## config.mk

```make
export PLATFORM = sky130hd
export DESIGN_NAME = ordered_timer_queue_unit
export DESIGN_NICKNAME = d
export VERILOG_FILES = /design/src/design/otq_pkg.sv /design/src/design/ordered_timer_queue_unit.sv /design/src/design/otq_ram.sv /design/src/design/otq_ctrl.sv /design/src/design/otq_dp.sv
export SDC_FILE = /design/constraint.sdc
export NUM_CORES = 2
export LEC_CHECK = 0
export BUFFER_PORTS_ARGS = -buffer_cell sky130_fd_sc_hd__buf_4
export CORE_ASPECT_RATIO = 1.25
export CORE_UTILIZATION = 35
export CTS_CLUSTER_SIZE = 8
export DETAILED_ROUTE_END_ITERATION = 10
export GPL_TIMING_DRIVEN = 0
export MAX_ROUTING_LAYER = met4
export SLEW_MARGIN = 20
export SYNTH_ARGS = -nofsm -noshare
export SYNTH_HDL_FRONTEND = slang
export SYNTH_HIERARCHICAL = 1
export SYNTH_SLANG_ARGS = --single-unit
```

## constraint.sdc

```tcl
create_clock -name aclk -period 17.9 [get_ports aclk]
set_clock_uncertainty 0.2 [all_clocks]
set_input_delay 1.79 -clock aclk [delete_from_list [all_inputs] [get_ports aclk]]
set_output_delay 1.79 -clock aclk [all_outputs]
set_load 0.01 [all_outputs]
```

## src/design/otq_pkg.sv

```systemverilog
// ----------------------------------------------------------------------------
// otq_pkg : shared types and constants of the ordered timer queue
// Field widths, request and result codes, and controller/datapath structs.
// ----------------------------------------------------------------------------
package otq_pkg;

    localparam int TIME_W      = 48;
    localparam int INT_W       = 32;
    localparam int ID_W        = 16;
    localparam int MIN_W       = 20;
    localparam int ENTRY_W     = ID_W + INT_W + TIME_W;
    localparam int MAX_RESULTS = 16;
    localparam int FIRE_CNT_W  = $clog2(MAX_RESULTS);

    localparam logic [MIN_W-1:0] MIN_DELAY_RESET = 20'd100;

    localparam logic REQ_ADD  = 1'b0;
    localparam logic REQ_TICK = 1'b1;

    typedef enum logic [3:0] {
        ST_IDLE,
        ST_A_SCAN,
        ST_A_CALC,
        ST_A_OUT,
        ST_T_PICK,
        ST_T_FIRE,
        ST_T_MIN,
        ST_T_CALC,
        ST_T_OUT
    } state_t;

    typedef enum logic {
        SCAN_PICK,
        SCAN_MIN
    } scan_mode_t;

    typedef enum logic [2:0] {
        OUT_ADD,
        OUT_FULL,
        OUT_FIRE_MID,
        OUT_FIRE_LAST,
        OUT_TICK_NONE
    } out_kind_t;

    typedef struct packed {
        logic       load;
        logic       scan_start;
        scan_mode_t scan_mode;
        logic       clear_pick;
        logic       add_write;
        logic       fire_update;
        logic       calc;
        logic       out_load;
        out_kind_t  out_kind;
    } cmd_t;

    typedef struct packed {
        logic scan_done;
        logic found;
        logic free_found;
        logic pend;
        logic fire_last;
        logic out_free;
    } status_t;

endpackage

```

## src/design/ordered_timer_queue_unit.sv

```systemverilog
// ----------------------------------------------------------------------------
// ordered_timer_queue_unit : ordered software timer queue
// Keeps a table of timers; adds report a new earliest, ticks emit expired
// timers earliest first and re-arm the deadline to the earliest remaining.
// ----------------------------------------------------------------------------
//
//  channel   ports                 beats per item
//  -------   -------------------   -----------------------------------------
//  input     s_valid / s_ready     one request (add or tick)
//  result    m_valid / m_ready     add: one; tick: one per fired timer, one if none (1..16)
//  config    cfg_wr_en / data      one write of min_delay_us, no stall
//
//  Every step walks the slot RAM once, one slot a cycle through its single
//  read port. An add takes one pass. A tick takes fired + 2 passes (17 when
//  sixteen fire). Reset clears the valid bits at once, so no clearing pass
//  is needed. A stalled result beat holds the sequencer before the next beat.
module ordered_timer_queue_unit #(
    parameter int TIMER_SLOTS = 16
) (
    input  logic                        aclk,
    input  logic                        aresetn,
    input  logic                        cfg_wr_en,
    input  logic [otq_pkg::MIN_W-1:0]   cfg_wr_data,
    input  logic                        s_valid,
    output logic                        s_ready,
    input  logic                        s_req_type,
    input  logic [otq_pkg::TIME_W-1:0]  s_current_time,
    input  logic [otq_pkg::TIME_W-1:0]  s_expiry_time,
    input  logic [otq_pkg::INT_W-1:0]   s_repeat_interval,
    input  logic [otq_pkg::ID_W-1:0]    s_new_timer_id,
    output logic                        m_valid,
    input  logic                        m_ready,
    output logic [otq_pkg::ID_W-1:0]    m_fired_timer_id,
    output logic                        m_fired,
    output logic                        m_earliest_changed,
    output logic                        m_rearm,
    output logic [otq_pkg::TIME_W-1:0]  m_rearm_delay,
    output logic                        m_table_full,
    output logic                        m_last
);

    otq_pkg::cmd_t    cmd;
    otq_pkg::status_t sts;

    // sequencer: decides each step from the datapath status
    otq_ctrl u_ctrl (
        .aclk       (aclk),
        .aresetn    (aresetn),
        .s_valid    (s_valid),
        .s_req_type (s_req_type),
        .s_ready    (s_ready),
        .sts        (sts),
        .cmd        (cmd)
    );

    // datapath: slot store, scan, delay and result beat
    otq_dp #(
        .TIMER_SLOTS (TIMER_SLOTS)
    ) u_dp (
        .aclk               (aclk),
        .aresetn            (aresetn),
        .cmd                (cmd),
        .sts                (sts),
        .cfg_wr_en          (cfg_wr_en),
        .cfg_wr_data        (cfg_wr_data),
        .s_req_type         (s_req_type),
        .s_current_time     (s_current_time),
        .s_expiry_time      (s_expiry_time),
        .s_repeat_interval  (s_repeat_interval),
        .s_new_timer_id     (s_new_timer_id),
        .m_ready            (m_ready),
        .m_valid            (m_valid),
        .m_fired_timer_id   (m_fired_timer_id),
        .m_fired            (m_fired),
        .m_earliest_changed (m_earliest_changed),
        .m_rearm            (m_rearm),
        .m_rearm_delay      (m_rearm_delay),
        .m_table_full       (m_table_full),
        .m_last             (m_last)
    );

    // a refused add carries nothing else and closes its item
    a_full_alone: assert property (@(posedge aclk) disable iff (!aresetn)
        m_valid && m_table_full |-> m_last && !m_fired && !m_rearm)
        else $error("table_full beat carries other fields");

    // a re-arm only ever rides on the closing beat of an item
    a_rearm_last: assert property (@(posedge aclk) disable iff (!aresetn)
        m_valid && (m_rearm || m_earliest_changed) |-> m_last)
        else $error("re-arm on a non-final beat");

    // an accepted item keeps the input closed while it is worked on
    a_busy: assert property (@(posedge aclk) disable iff (!aresetn)
        s_valid && s_ready |=> !s_ready)
        else $error("input reopened straight after accept");

endmodule

```

## src/design/otq_ram.sv

```systemverilog
// ----------------------------------------------------------------------------
// otq_ram : generic simple dual-port RAM
// One write port, one read port, registered read data.
// ----------------------------------------------------------------------------
module otq_ram #(
    parameter int WIDTH = 8,
    parameter int DEPTH = 16
) (
    input  logic                     aclk,
    input  logic                     we,
    input  logic [$clog2(DEPTH)-1:0] waddr,
    input  logic [WIDTH-1:0]         wdata,
    input  logic [$clog2(DEPTH)-1:0] raddr,
    output logic [WIDTH-1:0]         rdata
);

    logic [WIDTH-1:0] mem [DEPTH];
    logic [WIDTH-1:0] rdata_reg;

    always_ff @(posedge aclk) begin
        if (we) begin
            mem[waddr] <= wdata;
        end
        rdata_reg <= mem[raddr];
    end

    assign rdata = rdata_reg;

endmodule

```

## src/design/otq_ctrl.sv

```systemverilog
// ----------------------------------------------------------------------------
// otq_ctrl : sequencer of the ordered timer queue
// Steps an add or a tick through scan, update, delay and result beats.
// ----------------------------------------------------------------------------
module otq_ctrl (
    input  logic             aclk,
    input  logic             aresetn,
    input  logic             s_valid,
    input  logic             s_req_type,
    output logic             s_ready,
    input  otq_pkg::status_t sts,
    output otq_pkg::cmd_t    cmd
);

    otq_pkg::state_t state_reg, state_next;

    always_ff @(posedge aclk) begin
        if (!aresetn) begin
            state_reg <= otq_pkg::ST_IDLE;
        end else begin
            state_reg <= state_next;
        end
    end

    always_comb begin
        state_next     = state_reg;
        cmd            = '0;
        cmd.scan_mode  = otq_pkg::SCAN_MIN;
        cmd.out_kind   = otq_pkg::OUT_ADD;
        s_ready        = 1'b0;
        unique case (state_reg)
            otq_pkg::ST_IDLE: begin
                s_ready = 1'b1;
                if (s_valid) begin
                    cmd.load       = 1'b1;
                    cmd.scan_start = 1'b1;
                    if (s_req_type == otq_pkg::REQ_TICK) begin
                        cmd.scan_mode  = otq_pkg::SCAN_PICK;
                        cmd.clear_pick = 1'b1;
                        state_next     = otq_pkg::ST_T_PICK;
                    end else begin
                        state_next = otq_pkg::ST_A_SCAN;
                    end
                end
            end
            otq_pkg::ST_A_SCAN: begin
                if (sts.scan_done) begin
                    if (sts.free_found) begin
                        cmd.add_write = 1'b1;
                        state_next    = otq_pkg::ST_A_CALC;
                    end else begin
                        state_next = otq_pkg::ST_A_OUT;
                    end
                end
            end
            otq_pkg::ST_A_CALC: begin
                cmd.calc   = 1'b1;
                state_next = otq_pkg::ST_A_OUT;
            end
            otq_pkg::ST_A_OUT: begin
                cmd.out_kind = sts.free_found ? otq_pkg::OUT_ADD : otq_pkg::OUT_FULL;
                if (sts.out_free) begin
                    cmd.out_load = 1'b1;
                    state_next   = otq_pkg::ST_IDLE;
                end
            end
            otq_pkg::ST_T_PICK: begin
                if (sts.scan_done) begin
                    if (sts.found) begin
                        state_next = otq_pkg::ST_T_FIRE;
                    end else begin
                        cmd.scan_start = 1'b1;
                        state_next     = otq_pkg::ST_T_MIN;
                    end
                end
            end
            otq_pkg::ST_T_FIRE: begin
                // hold until an earlier fired beat can be passed on
                if (!sts.pend || sts.out_free) begin
                    cmd.out_load    = sts.pend;
                    cmd.out_kind    = otq_pkg::OUT_FIRE_MID;
                    cmd.fire_update = 1'b1;
                    cmd.scan_start  = 1'b1;
                    if (sts.fire_last) begin
                        state_next = otq_pkg::ST_T_MIN;
                    end else begin
                        cmd.scan_mode = otq_pkg::SCAN_PICK;
                        state_next    = otq_pkg::ST_T_PICK;
                    end
                end
            end
            otq_pkg::ST_T_MIN: begin
                if (sts.scan_done) begin
                    state_next = otq_pkg::ST_T_CALC;
                end
            end
            otq_pkg::ST_T_CALC: begin
                cmd.calc   = 1'b1;
                state_next = otq_pkg::ST_T_OUT;
            end
            otq_pkg::ST_T_OUT: begin
                cmd.out_kind = sts.pend ? otq_pkg::OUT_FIRE_LAST : otq_pkg::OUT_TICK_NONE;
                if (sts.out_free) begin
                    cmd.out_load = 1'b1;
                    state_next   = otq_pkg::ST_IDLE;
                end
            end
            default: begin
                state_next = otq_pkg::ST_IDLE;
            end
        endcase
    end

endmodule

```

## src/design/otq_dp.sv

```systemverilog
// ----------------------------------------------------------------------------
// otq_dp : datapath of the ordered timer queue
// Slot RAM, valid and picked bits, scan comparator, delay unit, result register.
// ----------------------------------------------------------------------------
module otq_dp #(
    parameter int TIMER_SLOTS = 16
) (
    input  logic                         aclk,
    input  logic                         aresetn,
    input  otq_pkg::cmd_t                cmd,
    output otq_pkg::status_t             sts,
    input  logic                         cfg_wr_en,
    input  logic [otq_pkg::MIN_W-1:0]    cfg_wr_data,
    input  logic                         s_req_type,
    input  logic [otq_pkg::TIME_W-1:0]   s_current_time,
    input  logic [otq_pkg::TIME_W-1:0]   s_expiry_time,
    input  logic [otq_pkg::INT_W-1:0]    s_repeat_interval,
    input  logic [otq_pkg::ID_W-1:0]     s_new_timer_id,
    input  logic                         m_ready,
    output logic                         m_valid,
    output logic [otq_pkg::ID_W-1:0]     m_fired_timer_id,
    output logic                         m_fired,
    output logic                         m_earliest_changed,
    output logic                         m_rearm,
    output logic [otq_pkg::TIME_W-1:0]   m_rearm_delay,
    output logic                         m_table_full,
    output logic                         m_last
);

    localparam int IDX_W = $clog2(TIMER_SLOTS);
    localparam logic [IDX_W-1:0] LAST_IDX = IDX_W'(TIMER_SLOTS - 1);

    // request capture
    logic                        req_reg;
    logic [otq_pkg::TIME_W-1:0]  now_reg;
    logic [otq_pkg::TIME_W-1:0]  exp_in_reg;
    logic [otq_pkg::INT_W-1:0]   int_in_reg;
    logic [otq_pkg::ID_W-1:0]    id_in_reg;
    logic [otq_pkg::MIN_W-1:0]   min_delay_reg;

    // slot flags
    logic [TIMER_SLOTS-1:0] valid_reg;
    logic [TIMER_SLOTS-1:0] picked_reg;

    // scan
    logic                        run_reg;
    logic [IDX_W-1:0]            cnt_reg;
    logic                        rd_vld_reg;
    logic [IDX_W-1:0]            rd_idx_reg;
    logic                        done_reg;
    otq_pkg::scan_mode_t         mode_reg;
    logic                        found_reg;
    logic [IDX_W-1:0]            best_idx_reg;
    logic [otq_pkg::TIME_W-1:0]  best_exp_reg;
    logic [otq_pkg::INT_W-1:0]   best_int_reg;
    logic [otq_pkg::ID_W-1:0]    best_id_reg;
    logic                        free_found_reg;
    logic [IDX_W-1:0]            free_idx_reg;

    // tick bookkeeping and delay
    logic                           pend_reg;
    logic [otq_pkg::ID_W-1:0]       pend_id_reg;
    logic [otq_pkg::FIRE_CNT_W-1:0] fire_cnt_reg;
    logic                           changed_reg;
    logic                           rearm_reg;
    logic [otq_pkg::TIME_W-1:0]     delay_reg;

    // result register
    logic                        m_valid_reg;
    logic [otq_pkg::ID_W-1:0]    m_id_reg;
    logic                        m_fired_reg;
    logic                        m_changed_reg;
    logic                        m_rearm_reg;
    logic [otq_pkg::TIME_W-1:0]  m_delay_reg;
    logic                        m_full_reg;
    logic                        m_last_reg;
    logic [otq_pkg::ID_W-1:0]    m_id_next;
    logic                        m_fired_next;
    logic                        m_changed_next;
    logic                        m_rearm_next;
    logic [otq_pkg::TIME_W-1:0]  m_delay_next;
    logic                        m_full_next;
    logic                        m_last_next;

    // RAM
    logic                          ram_we;
    logic [IDX_W-1:0]              ram_waddr;
    logic [otq_pkg::ENTRY_W-1:0]   ram_wdata;
    logic [otq_pkg::ENTRY_W-1:0]   ram_rdata;
    logic [otq_pkg::TIME_W-1:0]    rd_exp;
    logic [otq_pkg::INT_W-1:0]     rd_int;
    logic [otq_pkg::ID_W-1:0]      rd_id;
    logic                          cand;

    logic [otq_pkg::TIME_W:0]      reload_sum;
    logic [otq_pkg::TIME_W-1:0]    reload_exp;
    logic [otq_pkg::TIME_W-1:0]    deadline;
    logic [otq_pkg::TIME_W-1:0]    ahead;
    logic [otq_pkg::TIME_W-1:0]    clamped;
    logic                          rearm_calc;

    otq_ram #(
        .WIDTH (otq_pkg::ENTRY_W),
        .DEPTH (TIMER_SLOTS)
    ) u_slots (
        .aclk  (aclk),
        .we    (ram_we),
        .waddr (ram_waddr),
        .wdata (ram_wdata),
        .raddr (cnt_reg),
        .rdata (ram_rdata)
    );

    assign rd_exp = ram_rdata[otq_pkg::TIME_W-1:0];
    assign rd_int = ram_rdata[otq_pkg::TIME_W +: otq_pkg::INT_W];
    assign rd_id  = ram_rdata[otq_pkg::TIME_W + otq_pkg::INT_W +: otq_pkg::ID_W];

    // saturating reload time
    assign reload_sum = {1'b0, now_reg} + {{(otq_pkg::TIME_W + 1 - otq_pkg::INT_W){1'b0}},
                                           best_int_reg};
    assign reload_exp = reload_sum[otq_pkg::TIME_W] ? '1 : reload_sum[otq_pkg::TIME_W-1:0];

    always_comb begin
        ram_we    = 1'b0;
        ram_waddr = free_idx_reg;
        ram_wdata = {id_in_reg, int_in_reg, exp_in_reg};
        if (cmd.add_write) begin
            ram_we = 1'b1;
        end else if (cmd.fire_update && best_int_reg != '0) begin
            ram_we    = 1'b1;
            ram_waddr = best_idx_reg;
            ram_wdata = {best_id_reg, best_int_reg, reload_exp};
        end
    end

    // scan comparator
    always_comb begin
        if (mode_reg == otq_pkg::SCAN_PICK) begin
            cand = valid_reg[rd_idx_reg] && !picked_reg[rd_idx_reg] && rd_exp <= now_reg &&
                   (!found_reg || rd_exp < best_exp_reg);
        end else begin
            cand = valid_reg[rd_idx_reg] && (!found_reg || rd_exp < best_exp_reg);
        end
    end

    // delay unit
    always_comb begin
        if (req_reg == otq_pkg::REQ_ADD) begin
            deadline   = exp_in_reg;
            rearm_calc = !found_reg || exp_in_reg < best_exp_reg;
        end else begin
            deadline   = best_exp_reg;
            rearm_calc = found_reg;
        end
        ahead   = (deadline > now_reg) ? deadline - now_reg : '0;
        clamped = (ahead < {{(otq_pkg::TIME_W - otq_pkg::MIN_W){1'b0}}, min_delay_reg}) ?
                  {{(otq_pkg::TIME_W - otq_pkg::MIN_W){1'b0}}, min_delay_reg} : ahead;
    end

    // next result beat
    always_comb begin
        m_id_next      = '0;
        m_fired_next   = 1'b0;
        m_changed_next = 1'b0;
        m_rearm_next   = 1'b0;
        m_delay_next   = '0;
        m_full_next    = 1'b0;
        m_last_next    = 1'b1;
        unique case (cmd.out_kind)
            otq_pkg::OUT_ADD: begin
                m_changed_next = changed_reg;
                m_rearm_next   = rearm_reg;
                m_delay_next   = delay_reg;
            end
            otq_pkg::OUT_FULL: begin
                m_full_next = 1'b1;
            end
            otq_pkg::OUT_FIRE_MID: begin
                m_id_next    = pend_id_reg;
                m_fired_next = 1'b1;
                m_last_next  = 1'b0;
            end
            otq_pkg::OUT_FIRE_LAST: begin
                m_id_next    = pend_id_reg;
                m_fired_next = 1'b1;
                m_rearm_next = rearm_reg;
                m_delay_next = delay_reg;
            end
            otq_pkg::OUT_TICK_NONE: begin
                m_rearm_next = rearm_reg;
                m_delay_next = delay_reg;
            end
            default: begin
                m_last_next = 1'b1;
            end
        endcase
    end

    always_ff @(posedge aclk) begin
        if (!aresetn) begin
            min_delay_reg <= otq_pkg::MIN_DELAY_RESET;
            valid_reg     <= '0;
            picked_reg    <= '0;
            run_reg       <= 1'b0;
            rd_vld_reg    <= 1'b0;
            done_reg      <= 1'b0;
            pend_reg      <= 1'b0;
            fire_cnt_reg  <= '0;
            m_valid_reg   <= 1'b0;
            cnt_reg       <= '0;
        end else begin
            if (cfg_wr_en) begin
                min_delay_reg <= cfg_wr_data;
            end
            // scan sequencing
            done_reg   <= rd_vld_reg && rd_idx_reg == LAST_IDX;
            rd_vld_reg <= run_reg;
            if (cmd.scan_start) begin
                run_reg <= 1'b1;
                cnt_reg <= '0;
            end else if (run_reg) begin
                if (cnt_reg == LAST_IDX) begin
                    run_reg <= 1'b0;
                end else begin
                    cnt_reg <= cnt_reg + 1'b1;
                end
            end
            // slot flags and tick bookkeeping
            if (cmd.clear_pick) begin
                picked_reg   <= '0;
                pend_reg     <= 1'b0;
                fire_cnt_reg <= '0;
            end
            if (cmd.add_write) begin
                valid_reg[free_idx_reg] <= 1'b1;
            end
            if (cmd.fire_update) begin
                picked_reg[best_idx_reg] <= 1'b1;
                if (best_int_reg == '0) begin
                    valid_reg[best_idx_reg] <= 1'b0;
                end
                pend_reg     <= 1'b1;
                fire_cnt_reg <= fire_cnt_reg + 1'b1;
            end
            // result register
            if (cmd.out_load) begin
                m_valid_reg <= 1'b1;
            end else if (m_ready) begin
                m_valid_reg <= 1'b0;
            end
        end
    end

    always_ff @(posedge aclk) begin
        if (cmd.load) begin
            req_reg    <= s_req_type;
            now_reg    <= s_current_time;
            exp_in_reg <= s_expiry_time;
            int_in_reg <= s_repeat_interval;
            id_in_reg  <= s_new_timer_id;
        end
        rd_idx_reg <= cnt_reg;
        if (cmd.scan_start) begin
            mode_reg       <= cmd.scan_mode;
            found_reg      <= 1'b0;
            free_found_reg <= 1'b0;
        end else if (rd_vld_reg) begin
            if (cand) begin
                found_reg    <= 1'b1;
                best_idx_reg <= rd_idx_reg;
                best_exp_reg <= rd_exp;
                best_int_reg <= rd_int;
                best_id_reg  <= rd_id;
            end
            if (!valid_reg[rd_idx_reg] && !free_found_reg) begin
                free_found_reg <= 1'b1;
                free_idx_reg   <= rd_idx_reg;
            end
        end
        if (cmd.fire_update) begin
            pend_id_reg <= best_id_reg;
        end
        if (cmd.calc) begin
            changed_reg <= rearm_calc;
            rearm_reg   <= rearm_calc;
            delay_reg   <= rearm_calc ? clamped : '0;
        end
        if (cmd.out_load) begin
            m_id_reg      <= m_id_next;
            m_fired_reg   <= m_fired_next;
            m_changed_reg <= m_changed_next;
            m_rearm_reg   <= m_rearm_next;
            m_delay_reg   <= m_delay_next;
            m_full_reg    <= m_full_next;
            m_last_reg    <= m_last_next;
        end
    end

    assign sts.scan_done  = done_reg;
    assign sts.found      = found_reg;
    assign sts.free_found = free_found_reg;
    assign sts.pend       = pend_reg;
    assign sts.fire_last  = fire_cnt_reg == otq_pkg::FIRE_CNT_W'(otq_pkg::MAX_RESULTS - 1);
    assign sts.out_free   = !m_valid_reg || m_ready;

    assign m_valid            = m_valid_reg;
    assign m_fired_timer_id   = m_id_reg;
    assign m_fired            = m_fired_reg;
    assign m_earliest_changed = m_changed_reg;
    assign m_rearm            = m_rearm_reg;
    assign m_rearm_delay      = m_delay_reg;
    assign m_table_full       = m_full_reg;
    assign m_last             = m_last_reg;

endmodule
```

==> metrics.md <==
| Metric | Value |
|---|---|
| Die area | `250,000 sq um` |
| Detailed Place HPWL | `183,000 um` |
| Asr flop ratio synth | `0%` |
| HP Class | `reg2reg` |
| Floorplan row count | `204` |
| Max-slew violations | `0` |
| # setup viols final | `0` |
| Top cells by count, synth | `1,920 x edfxtp_1, 394 x mux4_2, 380 x nand2_1, 243 x ha_1, 194 x a22oi_1` |
| Cts bufs inserted | `314` |
| Antenna violations before repair | `8` |
| FF-to-FF End | `u_dp/delay_reg[10]` |
| Share of cells above drive strength 1 | `22.9%` |
| TritonCTS Sinks | `2,091` |
| Tot GR Track Use | `20.9%` |
| Clock transition at path regs | `0.05 ns` |
| DRC Markers | `0` |
| Via density | `5.43` |
| Syn Area/Cell | `17.0 sq um` |
| Die Height | `559 um` |
| Seq/Total Area, Yosys | `70.3%` |
| Syn nets | `5,520` |
| CTS tree | `yes` |
| PD cells | `139 nW/um^2` |
| Fmax | `114 MHz` |
| Top_reg_cell synth | `edfxtp_1` |
| Adder-Cell Fraction of Synth Area | `3.55%` |
| Critical-path maximum fanout | `10` |
| Most frequent cell after synthesis | `edfxtp_1` |
| Seq cells post-synth | `2,091` |
| Worst hold path endpoint | `u_dp/best_int_reg[10]` |
| Clock buffer depth | `4` |
| Lkg Pwr | `35.5 nW` |
| Routed len/inst | `27.5 um` |
| WP buf/inv | `5` |
| CTS hold repair buffers | `0` |
| Slowest CP cell | `edfxtp_1` |
| Largest net degree at the start of global routing | `54` |
| Cell taking the most area after synthesis | `edfxtp_1` |
| RD Place Congestion | `0.904` |
| Post-CTS setup repair buffer count | `0` |
| Worst flop-to-flop path startpoint | `u_dp/req_reg` |
| Critical path's largest stage delay | `0.67 ns` |
| ANT nets after route | `0` |
| Post-Synth XOR/XNOR Area | `0.696%` |
| CP arrival | `9.18 ns` |
| Final Hold Vio Count | `0` |
| Reg area | `61,100 sq um` |
| CP Class | `reg2reg` |
| GRT overflow | `0` |
| Router iterations before antenna repair | `6` |
| Routed wire length | `256,000 um` |
| CORE AREA | `247,000 sq um` |
| Finished Cell Area | `105,000 sq um` |
| Worst-Skew Late Latency | `0.94 ns` |
| Outcome | `complete, no violations` |
| Die width | `447 um` |
| Final period util | `48.8%` |
| Multi-input logic area | `24,400 sq um` |
| CP startpoint kind | `flip-flop` |
| H-tree Lvls | `5` |
| Mux share of post-synthesis cell area | `11.2%` |
| Hold path startpoint | `u_dp/u_slots/rdata[58]` |
| Slew margin rel. | `18.5%` |
| Max Cap Viol | `0` |
| Compound-Gate Fraction of Synth Area | `6.18%` |
| Synth top area share | `66.4%` |
| Hold Path Stages | `0` |
| Area Growth Syn to Fin | `20.5%` |
| Worst Tran Pin Value | `1.21 ns` |
| Max reg flops | `1,536` |
| R2R depth | `26` |
| Flop-to-flop setup slack | `9.16 ns` |
| Max IR drop VDD | `0.116 mV` |
| Post-synth EDFFs | `1,920` |
| I/O pin count | `241` |
| Post-route minimum period | `8.74 ns` |
| Initial DRC Count | `4,815` |
| Placed Area | `95,600 sq um` |
| Port bufs | `239` |
| Mapped Cells | `5,105` |
| Ys Warns | `6` |
| Vias in the first global route | `51,800` |
| Largest family of logic cells by synthesized area | `multiplexers` |
| Netlist cell types | `93` |
| Synth Cell Area | `86,800 sq um` |
| Initial core utilization | `35.2%` |
| RSZ-0062 raised after global routing | `false` |
| Worst Path Required | `18.34 ns` |
| Setup crit end kind | `flip-flop` |
| Clock tree root driver cell | `clkbuf_16` |
| Setup TNS | `0 ns` |
| Layout Nets | `6,248` |
| First-pass GRT wire length | `364,000 um` |
| Vias | `50,600` |
| Synth area leaders | `edfxtp_1 66%, mux4_2 10%, dfxtp_1 3.9%` |
| Simple-Gate Fraction of Synth Area | `6.03%` |
| CTS resizes | `0` |
| Fillers | `21,800` |
| Family with the most delay on the worst path | `simple AND/OR/NAND/NOR gates` |
-- layer usage --
layer,global-route usage (%),vias up,part of all wire [%]
met5,-,-,0
met4,7.59,0,3.5
met3,3.38,410,7.0
met2,34.7,2077,50
met1,25.7,26400,39
li1,-,21800,-
-- cell families after synthesis --
kind of cell / count (synthesis)
xor+xnor: 69
buf+inv: 379
mux: 474
flops: 2091
compound gates: 799
fa+ha+maj: 245
simple gates: 1048
-- metrics by stage --
stage	hold WS [ns]	util (%)	setup WS, ns	instances	total power, mW
after floorplan	0.176	-	4.42	5105	8.13
after global placement	0.186	37.6	-6.62	8640	9.19
after detailed placement	0.189	38.7	9.13	8813	9.26
after CTS	0.184	42.3	9.12	9324	14.6
after global routing	0.197	42.4	8.80	9326	15.1
final	0.183	42.4	9.16	9327	14.5
-- worst max-delay path by stage --
stage / slack, ns / start / endpoint / cells past startpoint
finish: 9.16 / u_dp/req_reg / u_dp/delay_reg[10] / 26
global route: 8.80 / u_dp/req_reg / u_dp/delay_reg[10] / 26
CTS: 9.12 / u_dp/req_reg / u_dp/delay_reg[10] / 26
detailed placement: 9.13 / u_dp/req_reg / u_dp/delay_reg[18] / 26
global placement: -6.62 / s_valid / u_dp/best_int_reg[10] / 8
floorplan: 4.42 / s_valid / u_dp/best_exp_reg[0] / 7
-- power breakdown --
group	total (mW)	internal, mW	switching [mW]	leakage, nW
combinational	3.02	1.11	1.91	12.4
sequential	6.17	5.95	0.223	18.8
clock	5.36	3.34	2.02	4.27
-- layout by cell type, fill, tap and decap left out, types with 16 or more instances in the layout --
cell type  Yosys  layout
mux2i_1       33      33
clkbuf_16      0     323
and4_1        21      21
buf_6         23      50
inv_1        140     139
nor2_1       172     158
mux2_2        47      47
buf_4         23     318
o21ai_0      112     107
buf_2         30      38
buf_16         0      31
ha_1         243     243
edfxtp_1    1920    1920
nor2b_1       88      88
xnor2_1       36      36
nor3_1        42      37
nand2_1      380     380
o21ai_1       22      27
nand3_1       36      36
o21a_1        31      30
o211ai_1      17      17
nand2b_1      36      36
a21o_1        81      81
and3_1        23      23
a21oi_1      175     169
a31oi_2        1      27
and2_1        98      97
xor2_1        33      33
a31oi_1       42      16
clkbuf_1     126     295
buf_1         37      36
a22oi_1      194     194
buf_12         0      46
mux4_2       394     394
dfxtp_1      171     171
nand4_1       79      79
-- layout make-up --
type                    instances  share of cell area [%]
clock inverters                11                   0.121
repair buffers                412                    4.22
diodes                          3                 0.00717
inverters                     140                   0.502
flip-flops and latches       2091                    58.4
clock buffers                 500                    8.39
well taps                    3296                    3.94
multi-input cells            2635                    23.3
plain buffers                 239                    1.15
(Power assumes the default switching activity.)
